File: config.mk
export PLATFORM = sky130hd
export DESIGN_NAME = ps2_set1_scancode_to_ascii_top_flat
export DESIGN_NICKNAME = d
export VERILOG_FILES = /design/src/design/ps2s1_pkg.sv /design/src/design/ps2s1_if.sv /design/src/design/ps2_set1_scancode_to_ascii_top.sv /design/src/design/ps2s1_decode.sv /design/src/design/ps2s1_fifo.sv /design/src/flat_wrapper.sv
export SDC_FILE = /design/constraint.sdc
export NUM_CORES = 2
export LEC_CHECK = 0
export ABC_AREA = 1
export BUFFER_PORTS_ARGS = -buffer_cell sky130_fd_sc_hd__buf_2
export CORE_ASPECT_RATIO = 1.4
export CORE_MARGIN = 5
export CORE_UTILIZATION = 35
export DETAILED_ROUTE_END_ITERATION = 6
export GPL_TIMING_DRIVEN = 1
export MAX_ROUTING_LAYER = met4
export RECOVER_POWER = 25
export SKIP_CTS_REPAIR_TIMING = 1
export SLEW_MARGIN = 20
export SYNTH_ARGS = -nofsm -noshare
export SYNTH_HDL_FRONTEND = slang
export SYNTH_SLANG_ARGS = --single-unit
File: constraint.sdc
create_clock -name clk -period 12.63 [get_ports clk]
set_clock_uncertainty 0.2 [all_clocks]
set_input_delay 1.263 -clock clk [delete_from_list [all_inputs] [get_ports clk]]
set_output_delay 1.263 -clock clk [all_outputs]
set_load 0.1 [all_outputs]
File: src/design/ps2s1_pkg.sv
package ps2s1_pkg;

	localparam logic [7:0] PREFIX_E0 = 8'hE0;
	localparam logic [7:0] PREFIX_E1 = 8'hE1;
	localparam int         BREAK_BIT = 7;

	localparam logic [6:0] SC_LSHIFT = 7'h2A;
	localparam logic [6:0] SC_RSHIFT = 7'h36;
	localparam logic [6:0] SC_CAPS   = 7'h3A;
	localparam logic [6:0] SC_UP     = 7'h48;
	localparam logic [6:0] SC_LEFT   = 7'h4B;
	localparam logic [6:0] SC_RIGHT  = 7'h4D;
	localparam logic [6:0] SC_DOWN   = 7'h50;

	localparam logic [1:0] SHIFT_MAX = 2'd3;
	localparam logic [7:0] CASE_DIFF = 8'h20;

	typedef logic [1:0] cfg_idx_t;

	localparam cfg_idx_t CFG_ARROW_UP    = 2'd0;
	localparam cfg_idx_t CFG_ARROW_LEFT  = 2'd1;
	localparam cfg_idx_t CFG_ARROW_RIGHT = 2'd2;
	localparam cfg_idx_t CFG_ARROW_DOWN  = 2'd3;

	localparam logic [7:0] ARROW_UP_RST    = 8'd128;
	localparam logic [7:0] ARROW_LEFT_RST  = 8'd129;
	localparam logic [7:0] ARROW_RIGHT_RST = 8'd130;
	localparam logic [7:0] ARROW_DOWN_RST  = 8'd131;

	typedef struct packed {
		logic       func;
		logic [7:0] scan_byte;
	} scan_item_t;

	typedef struct packed {
		logic [7:0] read_char;
		logic       read_valid;
		logic       push_dropped;
		logic       char_pushed;
	} result_item_t;

	typedef struct packed {
		logic [7:0] up;
		logic [7:0] left;
		logic [7:0] right;
		logic [7:0] down;
	} arrow_codes_t;

	typedef struct packed {
		logic       push_en;
		logic [7:0] push_char;
		logic       key_we;
		logic       key_set;
		logic [1:0] shift_next;
		logic       caps_next;
		logic       prefix_next;
	} dec_t;

	function automatic logic [7:0] key_char(input logic [6:0] sc);
		logic [7:0] c;
		c = 8'h00;
		unique case (sc)
			7'h01: c = 8'h1B;
			7'h02: c = 8'h31;
			7'h03: c = 8'h32;
			7'h04: c = 8'h33;
			7'h05: c = 8'h34;
			7'h06: c = 8'h35;
			7'h07: c = 8'h36;
			7'h08: c = 8'h37;
			7'h09: c = 8'h38;
			7'h0A: c = 8'h39;
			7'h0B: c = 8'h30;
			7'h0C: c = 8'h2D;
			7'h0D: c = 8'h3D;
			7'h0E: c = 8'h08;
			7'h0F: c = 8'h09;
			7'h10: c = 8'h71;
			7'h11: c = 8'h77;
			7'h12: c = 8'h65;
			7'h13: c = 8'h72;
			7'h14: c = 8'h74;
			7'h15: c = 8'h79;
			7'h16: c = 8'h75;
			7'h17: c = 8'h69;
			7'h18: c = 8'h6F;
			7'h19: c = 8'h70;
			7'h1A: c = 8'h5B;
			7'h1B: c = 8'h5D;
			7'h1C: c = 8'h0A;
			7'h1E: c = 8'h61;
			7'h1F: c = 8'h73;
			7'h20: c = 8'h64;
			7'h21: c = 8'h66;
			7'h22: c = 8'h67;
			7'h23: c = 8'h68;
			7'h24: c = 8'h6A;
			7'h25: c = 8'h6B;
			7'h26: c = 8'h6C;
			7'h27: c = 8'h3B;
			7'h28: c = 8'h27;
			7'h29: c = 8'h60;
			7'h2B: c = 8'h5C;
			7'h2C: c = 8'h7A;
			7'h2D: c = 8'h78;
			7'h2E: c = 8'h63;
			7'h2F: c = 8'h76;
			7'h30: c = 8'h62;
			7'h31: c = 8'h6E;
			7'h32: c = 8'h6D;
			7'h33: c = 8'h2C;
			7'h34: c = 8'h2E;
			7'h35: c = 8'h2F;
			7'h37: c = 8'h2A;
			7'h39: c = 8'h20;
			default: c = 8'h00;
		endcase
		return c;
	endfunction

	function automatic logic [7:0] shifted_digit(input logic [7:0] c);
		logic [7:0] s;
		s = c;
		unique case (c)
			8'h31: s = 8'h21;
			8'h32: s = 8'h40;
			8'h33: s = 8'h23;
			8'h34: s = 8'h24;
			8'h35: s = 8'h25;
			8'h36: s = 8'h5E;
			8'h37: s = 8'h26;
			8'h38: s = 8'h2A;
			8'h39: s = 8'h28;
			8'h30: s = 8'h29;
			default: s = c;
		endcase
		return s;
	endfunction

endpackage

File: src/design/ps2s1_if.sv
interface ps2s1_scan_if;
	import ps2s1_pkg::*;

	logic       valid;
	logic       ready;
	scan_item_t data;

	modport source(output valid, output data, input ready);
	modport sink(input valid, input data, output ready);
endinterface

interface ps2s1_result_if;
	import ps2s1_pkg::*;

	logic         valid;
	logic         ready;
	result_item_t data;

	modport source(output valid, output data, input ready);
	modport sink(input valid, input data, output ready);
endinterface

File: src/design/ps2_set1_scancode_to_ascii_top.sv
// PS/2 set-1 scancode decoder with a character FIFO. Each transfer on scan is
// either a raw scancode byte (func 0) or a read request (func 1) and gives
// exactly one transfer on result. One transfer is taken every cycle unless
// result stalls: an input register, the decode logic and one FIFO port
// access, then the result register. The FIFO holds FIFO_DEPTH-1 characters in
// a memory with a registered read port; a character decoded while it is full
// is lost and flagged by push_dropped. The user must write arrow codes via
// cfg_we/cfg_idx/cfg_wdata only while the block is idle; it is not enforced.
module ps2_set1_scancode_to_ascii_top #(
	parameter int FIFO_DEPTH = 256
) (
	input  logic                 clk,
	input  logic                 arst_n,
	ps2s1_scan_if.sink           scan,
	ps2s1_result_if.source       result,
	input  logic                 cfg_we,
	input  ps2s1_pkg::cfg_idx_t  cfg_idx,
	input  logic [7:0]           cfg_wdata
);
	import ps2s1_pkg::*;

	scan_item_t   item_s1;
	logic         key_bit_s1;
	logic         valid_s1;
	logic         valid_s2;
	logic         read_valid_s2;
	logic         dropped_s2;
	logic         pushed_s2;
	logic         adv;

	arrow_codes_t arrows_q;
	logic [127:0] keys_q;
	logic [1:0]   shift_q;
	logic         caps_q;
	logic         prefix_q;

	dec_t         dec;
	logic         is_scan;
	logic         push_req;
	logic         pop_req;
	logic         pushed;
	logic         dropped;
	logic         popped;
	logic [7:0]   rdata;

	assign adv        = valid_s1 && (!valid_s2 || result.ready);
	assign scan.ready = !valid_s1 || adv;
	assign is_scan    = !item_s1.func;
	assign push_req   = adv && is_scan && dec.push_en;
	assign pop_req    = adv && item_s1.func;

	always_ff @(posedge clk or negedge arst_n) begin
		if (!arst_n) begin
			arrows_q.up    <= ARROW_UP_RST;
			arrows_q.left  <= ARROW_LEFT_RST;
			arrows_q.right <= ARROW_RIGHT_RST;
			arrows_q.down  <= ARROW_DOWN_RST;
		end else if (cfg_we) begin
			unique case (cfg_idx)
				CFG_ARROW_UP:    arrows_q.up    <= cfg_wdata;
				CFG_ARROW_LEFT:  arrows_q.left  <= cfg_wdata;
				CFG_ARROW_RIGHT: arrows_q.right <= cfg_wdata;
				CFG_ARROW_DOWN:  arrows_q.down  <= cfg_wdata;
				default:         arrows_q       <= arrows_q;
			endcase
		end
	end

	always_ff @(posedge clk or negedge arst_n) begin
		if (!arst_n)
			valid_s1 <= 1'b0;
		else if (scan.ready)
			valid_s1 <= scan.valid;
	end

	// take the key bit with the item, bypassing the write of the item ahead
	always_ff @(posedge clk) begin
		if (scan.ready && scan.valid) begin
			item_s1 <= scan.data;
			if (adv && is_scan && dec.key_we &&
					(item_s1.scan_byte[6:0] == scan.data.scan_byte[6:0]))
				key_bit_s1 <= dec.key_set;
			else
				key_bit_s1 <= keys_q[scan.data.scan_byte[6:0]];
		end
	end

	ps2s1_decode u_decode (
		.scan_byte      (item_s1.scan_byte),
		.key_bit        (key_bit_s1),
		.shift_count    (shift_q),
		.caps_on        (caps_q),
		.prefix_pending (prefix_q),
		.arrows         (arrows_q),
		.dec            (dec)
	);

	// advance key map and modifier state on each scancode transfer
	always_ff @(posedge clk or negedge arst_n) begin
		if (!arst_n) begin
			keys_q   <= '0;
			shift_q  <= '0;
			caps_q   <= 1'b0;
			prefix_q <= 1'b0;
		end else if (adv && is_scan) begin
			shift_q  <= dec.shift_next;
			caps_q   <= dec.caps_next;
			prefix_q <= dec.prefix_next;
			if (dec.key_we)
				keys_q[item_s1.scan_byte[6:0]] <= dec.key_set;
		end
	end

	ps2s1_fifo #(
		.DEPTH (FIFO_DEPTH)
	) u_fifo (
		.clk       (clk),
		.arst_n    (arst_n),
		.push_req  (push_req),
		.push_data (dec.push_char),
		.pop_req   (pop_req),
		.pushed    (pushed),
		.dropped   (dropped),
		.popped    (popped),
		.rdata     (rdata)
	);

	always_ff @(posedge clk or negedge arst_n) begin
		if (!arst_n)
			valid_s2 <= 1'b0;
		else if (adv)
			valid_s2 <= 1'b1;
		else if (result.ready)
			valid_s2 <= 1'b0;
	end

	always_ff @(posedge clk) begin
		if (adv) begin
			read_valid_s2 <= popped;
			dropped_s2    <= dropped;
			pushed_s2     <= pushed;
		end
	end

	assign result.valid             = valid_s2;
	assign result.data.read_char    = read_valid_s2 ? rdata : 8'h00;
	assign result.data.read_valid   = read_valid_s2;
	assign result.data.push_dropped = dropped_s2;
	assign result.data.char_pushed  = pushed_s2;

endmodule

File: src/design/ps2s1_decode.sv
module ps2s1_decode (
	input  logic [7:0]              scan_byte,
	input  logic                    key_bit,
	input  logic [1:0]              shift_count,
	input  logic                    caps_on,
	input  logic                    prefix_pending,
	input  ps2s1_pkg::arrow_codes_t arrows,
	output ps2s1_pkg::dec_t         dec
);
	import ps2s1_pkg::*;

	logic       brk;
	logic [6:0] sc;
	logic       is_shift;
	logic       is_arrow;
	logic [7:0] arrow_char;
	logic [7:0] base_char;
	logic       shifted;
	logic       is_letter;
	logic [7:0] cooked_char;

	assign brk      = scan_byte[BREAK_BIT];
	assign sc       = scan_byte[6:0];
	assign is_shift = (sc == SC_LSHIFT) || (sc == SC_RSHIFT);
	assign shifted  = (shift_count != 2'd0);

	always_comb begin
		is_arrow   = 1'b1;
		arrow_char = arrows.up;
		unique case (sc)
			SC_UP:    arrow_char = arrows.up;
			SC_LEFT:  arrow_char = arrows.left;
			SC_RIGHT: arrow_char = arrows.right;
			SC_DOWN:  arrow_char = arrows.down;
			default:  is_arrow   = 1'b0;
		endcase
	end

	assign base_char = key_char(sc);
	assign is_letter = (base_char >= 8'h61) && (base_char <= 8'h7A);

	always_comb begin
		cooked_char = base_char;
		if (is_letter) begin
			if (shifted != caps_on)
				cooked_char = base_char - CASE_DIFF;
		end else if (shifted) begin
			cooked_char = shifted_digit(base_char);
		end
	end

	always_comb begin
		dec.push_en     = 1'b0;
		dec.push_char   = cooked_char;
		dec.key_we      = 1'b0;
		dec.key_set     = 1'b0;
		dec.shift_next  = shift_count;
		dec.caps_next   = caps_on;
		dec.prefix_next = 1'b0;
		if ((scan_byte == PREFIX_E0) || (scan_byte == PREFIX_E1)) begin
			dec.prefix_next = 1'b1;
		end else if (prefix_pending) begin
			dec.push_char = arrow_char;
			dec.push_en   = !is_shift && !brk && is_arrow;
		end else if (brk) begin
			dec.key_we = 1'b1;
			if (is_shift && shifted)
				dec.shift_next = shift_count - 2'd1;
		end else begin
			dec.key_we  = 1'b1;
			dec.key_set = 1'b1;
			if (is_shift) begin
				if (!key_bit && (shift_count != SHIFT_MAX))
					dec.shift_next = shift_count + 2'd1;
			end else if (sc == SC_CAPS) begin
				if (!key_bit)
					dec.caps_next = !caps_on;
			end else if (is_arrow) begin
				dec.push_char = arrow_char;
				dec.push_en   = 1'b1;
			end else begin
				dec.push_en = (base_char != 8'h00);
			end
		end
	end

endmodule

File: src/design/ps2s1_fifo.sv
module ps2s1_fifo #(
	parameter int DEPTH = 256
) (
	input  logic       clk,
	input  logic       arst_n,
	input  logic       push_req,
	input  logic [7:0] push_data,
	input  logic       pop_req,
	output logic       pushed,
	output logic       dropped,
	output logic       popped,
	output logic [7:0] rdata
);
	localparam int PW = $clog2(DEPTH);
	localparam logic [PW-1:0] LAST = PW'(DEPTH - 1);

	logic [7:0]    mem [DEPTH];
	logic [PW-1:0] wptr_q;
	logic [PW-1:0] rptr_q;
	logic [PW-1:0] wnext;
	logic [PW-1:0] rnext;
	logic          full;
	logic          empty;

	assign wnext   = (wptr_q == LAST) ? '0 : wptr_q + PW'(1);
	assign rnext   = (rptr_q == LAST) ? '0 : rptr_q + PW'(1);
	assign full    = (wnext == rptr_q);
	assign empty   = (wptr_q == rptr_q);
	assign pushed  = push_req && !full;
	assign dropped = push_req && full;
	assign popped  = pop_req && !empty;

	always_ff @(posedge clk or negedge arst_n) begin
		if (!arst_n) begin
			wptr_q <= '0;
			rptr_q <= '0;
		end else begin
			if (pushed)
				wptr_q <= wnext;
			if (popped)
				rptr_q <= rnext;
		end
	end

	always_ff @(posedge clk) begin
		if (pushed)
			mem[wptr_q] <= push_data;
	end

	always_ff @(posedge clk) begin
		if (popped)
			rdata <= mem[rptr_q];
	end

endmodule

File: src/flat_wrapper.sv
// flat-port wrapper written by rule: the top's interface ports become plain ports
module ps2_set1_scancode_to_ascii_top_flat import ps2s1_pkg::*;
#(
	parameter int FIFO_DEPTH = 256
)
  (clk, arst_n, cfg_we, cfg_idx, cfg_wdata, scan_valid, scan_data, scan_ready, result_valid, result_data, result_ready);
  ps2s1_scan_if scan_i ();
  ps2s1_result_if result_i ();
  input  logic clk;
  input  logic arst_n;
  input  logic cfg_we;
  input  ps2s1_pkg::cfg_idx_t cfg_idx;
  input  logic [7:0] cfg_wdata;
  input wire logic [$bits(scan_i.valid)-1:0] scan_valid;
  input wire logic [$bits(scan_i.data)-1:0] scan_data;
  output wire logic [$bits(scan_i.ready)-1:0] scan_ready;
  output wire logic [$bits(result_i.valid)-1:0] result_valid;
  output wire logic [$bits(result_i.data)-1:0] result_data;
  input wire logic [$bits(result_i.ready)-1:0] result_ready;
  assign scan_i.valid = scan_valid;
  assign scan_i.data = scan_data;
  assign scan_ready = scan_i.ready;
  assign result_valid = result_i.valid;
  assign result_data = result_i.data;
  assign result_i.ready = result_ready;
  ps2_set1_scancode_to_ascii_top #(.FIFO_DEPTH(FIFO_DEPTH)) u_core (.clk(clk), .arst_n(arst_n), .scan(scan_i), .result(result_i), .cfg_we(cfg_we), .cfg_idx(cfg_idx), .cfg_wdata(cfg_wdata));
endmodule
==> flow_summary.toml <==
[clocking]
cts.path.max_buffers = 4
cts_sinks = 2258
htreeDepth = 4
tritoncts = "built"
cts.reportedPaths.clkPinSlew_ns = 0.07
numCtsBuffers = 216
ctsRootBufferMaster = "clkbuf_16"
clock_latency_ns = 0.90

[worst_setup_path]
crit_top_cell = "nand2_1"
worstReg2RegStart = "u_core.item_s1[6]$_DFFE_PP_"
cp_top_family = "buffers and inverters"
cp-start-kind = "flop"
crit_required_ns = 12.83
arrival_ns = 8.55
cp-end-kind = "flop"
slowest_stage = "clkinvlp_2"
worstPathMaxFanout = 73
crit_type = "reg2reg"
crit_start = "u_core.item_s1[6]$_DFFE_PP_"
path_cells = "inv_1, nand2_1, nor3_1, nand2_1, o21ai_0, inv_1, nand4_1, nand2_1, nand2_1, nand3_1, nand2_1, clkinvlp_2, buf_4"
worstPathBufferInverterCount = 4
slowest_delay_ns = 3.30

[yosys]
synth_cell_types = 44
synthArstFlopShare_pct = 8.06
synth_flop_cell = "edfxtp_1"
synth_warnings = 0
synth_fp_nets = 9463
ys_ff_latch = 2258
synth_edf_count = 2069
seq_area_frac_synth_pct = 68.7
syn-cell-area_um2 = 97200
synth.avg_cell_area_um2 = 10.3
synthCells = 9423

[final_layout]
final_common_cell = "nand2_1"
drive_above_1_share_pct = 4.83
areaGrowthSynthToFinish_pct = 11.0
postLayoutCoreUtil_pct = 38.9
layout.nets = 9267
final_cell_mix = "2489 x nand2_1, 2069 x edfxtp_1, 1433 x nor2_1"
stdcell_area_um2 = 108000

[route]
drc = 0
antenna_left = 0
vias_per_cell = 5.11
detail_route.wl_per_cell_um = 21.5
firstDrtPassIters = 6
wl_mm = 281
drt_first_iter_violations = 6914
dr_total_vias = 66900

[placement]
numPortBuffers = 36
place_ws_ns = 6.90
place.gp.congestion = 0.908
dp_hpwl_mm = 163
placed_area_um2 = 101000

[sta]
post-route-period-util_pct = 66.2
worst_pin_slew_ns = 6.36
tns_ns = 0
rsz0062_at_grt = "no"
timing.final.ws_setup_ns = 4.27
period_needed_ns = 8.36
hold_violations = 0
fmax_ghz = 0.120
slew_headroom_pct = -324
report.final.slew_viol_count = 621
finalSetupViolations = 0

[die]
die_x_um = 455
ios = 37
die_height_um = 634
fp-row-count = 229
initial_core_util_pct = 35.1
die_area_um2 = 289000
core-area_um2 = 277000

[pwr]
power_leakage_nw = 40.5
p_per_area_nw_per_um2 = 216
total_power_mw = 23.3
vdd_drop_max_mv = 0.265

[grt]
track_usage_pct = 19.4
antenna_found_initial = 6
grt_pass1_vias = 65900
grt_max_degree = 217
grt-ovfl-total = 0
grt_pass1_wl_mm = 417

[run_status]
failed_checks = "capacitance limit, slew limit"
status = "complete, but fails checks"

[run]
drv_cap = 13

[worst_hold_path]
hp-class = "reg2reg"
hold_start = "u_core.arrows_q[19]$_DFFE_PN0P_"
per-layer routing:
metal	vias to the layer above	track usage [%]	part of all wire, %
met5	-	-	0
met4	0	8.91	5.2
met3	621	2.49	6.4
met2	2608	33.4	50
met1	32600	22.6	39
li1	31100	-	-
worst min-delay path: stages, from the launching register on:
cell and delay, ns:
dfrtp_1 0.34, nand2_1 0.05, o21ai_0 0.06
layout make-up:
| cell class | instances | area (µm²) |
|---|---|---|
| fill | 27000 | 169000 |
| sequential | 2258 | 66800 |
| multi-input combinational | 5907 | 25500 |
| clock buffer | 263 | 5710 |
| tap | 3696 | 4620 |
| inverter | 724 | 2770 |
| clock inverter | 124 | 1490 |
| timing repair buffer | 120 | 930 |
| antenna | 2 | 5.00 |
Yosys cell counts (4+ instances only):
cell	count	area share, %
nand2_1	2488	9.6
edfxtp_1	2069	64
nor2_1	1433	5.5
nand3_1	857	4.4
inv_1	708	2.7
o21ai_0	686	3.5
clkbuf_1	386	1.5
dfrtp_1	174	4.5
a21oi_1	120	0.62
buf_1	83	0.32
o211ai_1	76	0.59
o21a_1	70	0.54
buf_2	59	0.30
nand4_1	25	0.16
xor2_1	22	0.20
a31oi_1	20	0.13
ha_1	16	0.21
or2_2	15	0.097
o21ai_1	12	0.062
o22ai_1	11	0.071
nand4_4	9	0.20
clkinv_1	8	0.031
dfstp_2	8	0.22
inv_2	8	0.031
nor3_1	8	0.041
xnor2_1	8	0.072
dfxtp_1	7	0.14
a221oi_1	4	0.036
nand3b_1	4	0.031
path summary, 6_finish.rpt:
path / cells past startpoint / end / slack, ns
setup / recovery: 13 / u_core.u_fifo.mem[240][1]$_DFFE_PP_ / 4.27
hold reg to reg: 2 / u_core.arrows_q[19]$_DFFE_PN0P_ / 0.29
max in group asynchronous: 1 / u_core.u_fifo.rptr_q[1]$_DFFE_PN0P_ / 5.22
min in group asynchronous: 1 / u_core.keys_q[126]$_DFFE_PN0P_ / 2.60
hold / removal: 2 / u_core.arrows_q[19]$_DFFE_PN0P_ / 0.29
setup reg to reg: 13 / u_core.u_fifo.mem[240][1]$_DFFE_PP_ / 4.27
logic make-up (layout without fill, tap and decap cells):
kind of cell               after synthesis  after routing  synth area share, %
DFF                                   2258           2258                 68.7
and+or+nand+nor                       4852           4852                 20.2
buffers and inverters                 1258           1231                 4.97
muxes                                    1              1               0.0103
adders and majority gates               16             16                0.206
other                                    0              2                    0
xor gates and xnor gates                30             30                0.270
AOI/OAI and AO/OA                     1008           1008                 5.64
registers in the layout, indices dropped and copies added, names as in the netlist, named ones only:
| register | flops |
|---|---|
| u_core.u_fifo.wptr_q | 8 |
| u_core.result.valid | 1 |
| u_core.item_s1 | 9 |
| u_core.valid_s1 | 1 |
| u_core.u_fifo.mem | 2048 |
| u_core.key_bit_s1 | 1 |
| u_core.arrows_q | 32 |
| u_core.prefix_q | 1 |
| u_core.pushed_s2 | 1 |
| u_core.caps_q | 1 |
| u_core.u_fifo.rdata | 8 |
| u_core.read_valid_s2 | 1 |
| u_core.keys_q | 128 |
| u_core.u_fifo.rptr_q | 8 |
| u_core.shift_q | 2 |
| u_core.dropped_s2 | 1 |
where the power goes:
part           switching [mW]  total, mW  internal [mW]
clock network            2.81       6.73           3.91
logic                    5.67       7.40           1.73
registers               0.186       9.21           9.03
total                    8.67       23.3           14.7
metrics by stage:
step	hold WS [ns]	cells
2_1_floorplan	0.244	9423
3_3_place_gp	0.258	12700
3_5_place_dp	0.266	12700
4_1_cts	0.284	13100
5_1_grt	0.304	13100
6_report	0.285	13100
(Power assumes the default switching activity.)
